--- config.mk ---
export PLATFORM = sky130hd
export DESIGN_NAME = dq_ctrl
export DESIGN_NICKNAME = d
export VERILOG_FILES = /design/src/hw/rtl/dq_pkg.sv /design/src/hw/rtl/dq_ctrl.sv
export SDC_FILE = /design/constraint.sdc
export NUM_CORES = 1
export LEC_CHECK = 0
export ABC_CLOCK_PERIOD_IN_PS = 1800
export BUFFER_PORTS_ARGS = -buffer_cell sky130_fd_sc_hd__buf_4
export CAP_MARGIN = 0
export CORE_AREA = 2 2 39 41
export CTS_CLUSTER_SIZE = 14
export DETAILED_ROUTE_END_ITERATION = 8
export DIE_AREA = 0 0 41 43
export PLACE_DENSITY_LB_ADDON = 0.1
export SYNTH_ARGS = -nofsm -noshare
export SYNTH_HDL_FRONTEND = slang
export SYNTH_SLANG_ARGS = --single-unit
--- constraint.sdc ---
create_clock -name clk -period 1.8 [get_ports clk]
set_input_delay 0.27 -clock clk [delete_from_list [all_inputs] [get_ports clk]]
set_output_delay 0.27 -clock clk [all_outputs]
set_load 0.005 [all_outputs]
--- src/hw/rtl/dq_pkg.sv ---
// Shared constants, codes and control structs for the front-end deque block.
// No dependencies; used by the interfaces, controller, datapath and top level.
package dq_pkg;

  localparam int unsigned DEPTH_DEF = 512;

  localparam int unsigned OP_W   = 2;
  localparam int unsigned DATA_W = 32;
  localparam int unsigned ST_W   = 2;
  localparam int unsigned IDX_W  = 9;
  localparam int unsigned CNT_W  = 10;

  // operation codes
  localparam logic [OP_W-1:0] OP_PUSH = 2'd0;
  localparam logic [OP_W-1:0] OP_POP  = 2'd1;
  localparam logic [OP_W-1:0] OP_FIND = 2'd2;

  // result status codes
  localparam logic [ST_W-1:0] ST_OK    = 2'd0;
  localparam logic [ST_W-1:0] ST_FULL  = 2'd1;
  localparam logic [ST_W-1:0] ST_EMPTY = 2'd2;

  // controller -> datapath commands
  typedef struct packed {
    logic take;     // input transfer: latch item, do push/pop state update
    logic pop_fix;  // refill second value from memory after a pop
    logic scan;     // find scan step
    logic load;     // copy result into the output register
  } dq_cmd_t;

  // datapath -> controller status
  typedef struct packed {
    logic empty;      // no stored values
    logic scan_done;  // find scan finishes this cycle
  } dq_sts_t;

endpackage

--- src/hw/rtl/dq_ctrl.sv ---
// Sequencing state machine for the deque: accepts items, steps pop refill and
// find scan, and owns the result valid flag. Depends on dq_pkg.
module dq_ctrl (
  input  logic                  clk,
  input  logic                  rst_n,
  input  logic                  in_valid,
  input  logic [dq_pkg::OP_W-1:0] in_op,
  output logic                  in_ready,
  input  logic                  out_ready,
  output logic                  out_valid,
  input  dq_pkg::dq_sts_t       sts,
  output dq_pkg::dq_cmd_t       cmd
);
  import dq_pkg::*;

  typedef enum logic [3:0] {
    S_IDLE  = 4'b0001,
    S_POPRD = 4'b0010,
    S_SCAN  = 4'b0100,
    S_LOAD  = 4'b1000
  } state_t;

  state_t state_r, state_nxt;
  logic   out_valid_r, out_valid_nxt;
  logic   take;

  assign in_ready  = (state_r == S_IDLE);
  assign take      = in_valid && in_ready;
  assign out_valid = out_valid_r;

  // next state and commands
  always_comb begin
    state_nxt = state_r;
    cmd       = '0;
    cmd.take  = take;
    unique case (state_r)
      S_IDLE: begin
        if (take) begin
          unique case (in_op)
            OP_POP:  state_nxt = sts.empty ? S_LOAD : S_POPRD;
            OP_FIND: state_nxt = sts.empty ? S_LOAD : S_SCAN;
            default: state_nxt = S_LOAD;
          endcase
        end
      end
      S_POPRD: begin
        cmd.pop_fix = 1'b1;
        state_nxt   = S_LOAD;
      end
      S_SCAN: begin
        cmd.scan = 1'b1;
        if (sts.scan_done) state_nxt = S_LOAD;
      end
      S_LOAD: begin
        // wait for the output register to free up
        if (!out_valid_r || out_ready) begin
          cmd.load  = 1'b1;
          state_nxt = S_IDLE;
        end
      end
      default: state_nxt = S_IDLE;
    endcase
  end

  // result valid flag
  always_comb begin
    out_valid_nxt = out_valid_r;
    if (cmd.load)       out_valid_nxt = 1'b1;
    else if (out_ready) out_valid_nxt = 1'b0;
  end

  always_ff @(posedge clk) begin
    if (!rst_n) begin
      state_r     <= S_IDLE;
      out_valid_r <= 1'b0;
    end else begin
      state_r     <= state_nxt;
      out_valid_r <= out_valid_nxt;
    end
  end

endmodule

==> results.sh <==
export IMPL_post_cts_setup_buffer_count=0
export IMPL_grt_usage=0.09970
export IMPL_total_power_uw=316.5
export IMPL_end_kind="output pin"
export IMPL_skew_ns=0.005409
export IMPL_placement_io_buffers=13
export IMPL_synth_nets=42
export IMPL_syn_area_per_cell_sq_um=10.09
export IMPL_dieArea_sq_um=1763
export IMPL_finalHoldViolCount=0
export IMPL_cts_resized=0
export IMPL_crit_path_max_fanout=5
export IMPL_critical_path_class="flip-flop to output pin"
export IMPL_crit_start="state_r[3]"
export IMPL_holdPathStages=2
export IMPL_n_fill_cell=149
export IMPL_synth_top_area_frac=0.3101
export IMPL_cts_root_buf="clkbuf_4"
export IMPL_cts_sinks=5
export IMPL_vdd_ir_drop_max_v=0.0002236
export IMPL_reg2reg_to="state_r[3]"
export IMPL_fin_crit_sh=0.9248
export IMPL_hold_class="input pin to flip-flop"
export IMPL_cts_tree="yes"
export IMPL_reg2reg_depth=3
export IMPL_worst_setup_path_start_kind="flip-flop"
export IMPL_yosysSeqAreaShare=0.3101
export IMPL_synthDistinctLibCells=20
export IMPL_finalSetupTns_ns=0
export IMPL_coreArea_sq_um=1384
export IMPL_areaGrowthSynthToFinish_pct=42.64
export IMPL_status="complete, no violations"
export IMPL_max_stage_delay_ns=0.51
export IMPL_fin_crit_ns=1.665
export IMPL_yosysWarnings=0
export IMPL_layout_commonest_cell="buf_4"
export IMPL_firstDrtPassIters=3
export IMPL_postLayoutSetupSlackWorst_ns=0.1353
export IMPL_drv_slew=0
export IMPL_holdPathEnd="state_r[0]"
export IMPL_postCtsHoldBufs=0
export IMPL_grt_overflow_total=0
export IMPL_antenna_cells=0
export IMPL_gp_congestion=0.6572
export IMPL_fin_util=0.3327
export IMPL_tightest_slew_ns=0.3962
export IMPL_first_global_vias=299
export IMPL_netlist_instances=32
export IMPL_hold_slack_ns=0.2367
export IMPL_final_cell_mix="14 x buf_4, 5 x dfxtp_1, 3 x nand2b_1, 3 x clkbuf_4"
export IMPL_worst_r2r_startpoint="state_r[3]"
export IMPL_final_antenna_net_count=0
export IMPL_synthTopCellsByArea="dfxtp_1 31%, ha_1 7.8%, nand2b_1 5.8%"
export IMPL_clockBufferDepth=2
export IMPL_clk_latency_ns=0.24
export IMPL_drt_wirelength_per_cell_um=9.859
export IMPL_rows=14
export IMPL_hold_path_startpoint="rst_n"
export IMPL_wl_um=631
export IMPL_place_ws_ns=0.3807
export IMPL_place_detailed_hpwl_um=549.3
export IMPL_via_per_inst=4.484
export IMPL_yosys_area_top_type="dfxtp_1"
export IMPL_cts_max_level=1
export IMPL_final_nets=59
export IMPL_worst_ep_arrival_time_ns=1.39
export IMPL_syn_area_sq_um=322.8
export IMPL_clkTransAtPathRegs_ns=0.05
export IMPL_die_y_um=43
export IMPL_worst_path_max_delay_cell="or4b_4"
export IMPL_pin_count=14
export IMPL_rsz0062_at_grt="false"
export IMPL_leakagePower_uw=0.0001980
export IMPL_crit_required_ns=1.53
export IMPL_num_vias=287
export IMPL_cts_buffers=3
export IMPL_die_width_um=41
export IMPL_worstPathCellList="or4b_4 -> nor2b_1 -> buf_4"
export IMPL_setup_viol=0
export IMPL_slew_headroom=0.7321
export IMPL_ys_ff_latch=5
export IMPL_initialDrtViolationCount=1
export IMPL_antenna_found_initial=0
export IMPL_fmax_mhz=600.7
export IMPL_powerDensity_nw_per_um2=687.4
export IMPL_rrSetupSlack_ns=0.47
export IMPL_drive_gt1_frac=0.4375
export IMPL_grt_pass1_wl_um=1159
export IMPL_grt_max_degree=6
export IMPL_drcViolationCount=0
export IMPL_maxCapViolations=0
export IMPL_start_util=0.2333
[flip-flops by register name, indices dropped and copies added, names as in the netlist]
signal	count
out_valid	1
state_r	4
[synthesized netlist by cell type, drive strengths merged]
library cell / instances
xnor2: 1
nor2b: 2
o21ai: 2
inv: 2
nand3: 1
dfxtp: 5
nand2b: 3
o32ai: 1
nor3b: 1
buf: 2
a21boi: 3
or4b: 1
nor4b: 3
and4b: 1
ha: 2
and2: 1
o2111a: 1
[metal layers]
layer	vias up	track usage	wire length, um
met5	-	0	0
met1	126	0.1104	300
met2	9	0.1469	301
li1	152	-	-
met3	0	0.04712	29
met4	0	0.06000	0
[layout make-up]
class	instances	area [sq um]	share of cell area
multi-input cells	23	200.2	0.4348
repair buffers	14	105.1	0.2283
flip-flops and latches	5	100.1	0.2174
clock buffers	3	22.52	0.04891
well taps	16	20.02	0.04348
inverters	2	7.507	0.01630
clock inverters	1	5.005	0.01087
[worst max-delay path by stage]
stage                         to  slack, ns
after detailed placement  cmd[0]       0.38
after floorplan           cmd[0]       0.44
after CTS                 cmd[0]       0.12
after global placement    cmd[0]       0.40
after global routing      cmd[0]       0.06
final                     cmd[0]       0.14
[report_power, final]
group          total [uW]  switching (uW)  internal, uW
clock                 127            46.4          80.4
sequential            124            7.43           117
combinational        65.5            23.9          41.6
total                 317            77.7           239
[worst max-delay path, delay by kind of cell, from the launching register on]
kind | cells | cell delay, ns
and+or+nand+nor | 2 | 0.63
DFF | 1 | 0.41
buffers and inverters | 1 | 0.11
[stage by stage]
step           cell area (sq um)  cells
2_1_floorplan              322.8     32
3_5_place_dp               432.9     60
3_3_place_gp               432.9     60
6_report                   460.4     64
4_1_cts                    460.4     64
5_1_grt                    460.4     64
[logic make-up after synthesis]
group	count (synthesis)	synth area share
AND/OR/NAND/NOR	13	0.3295
XOR/XNOR	1	0.02714
buffers and inverters	4	0.06976
AO/OA/AOI/OAI	7	0.1860
adder cells (fa/ha/maj)	2	0.07751
flip-flops	5	0.3101
Power figures use the tool's default switching activity.
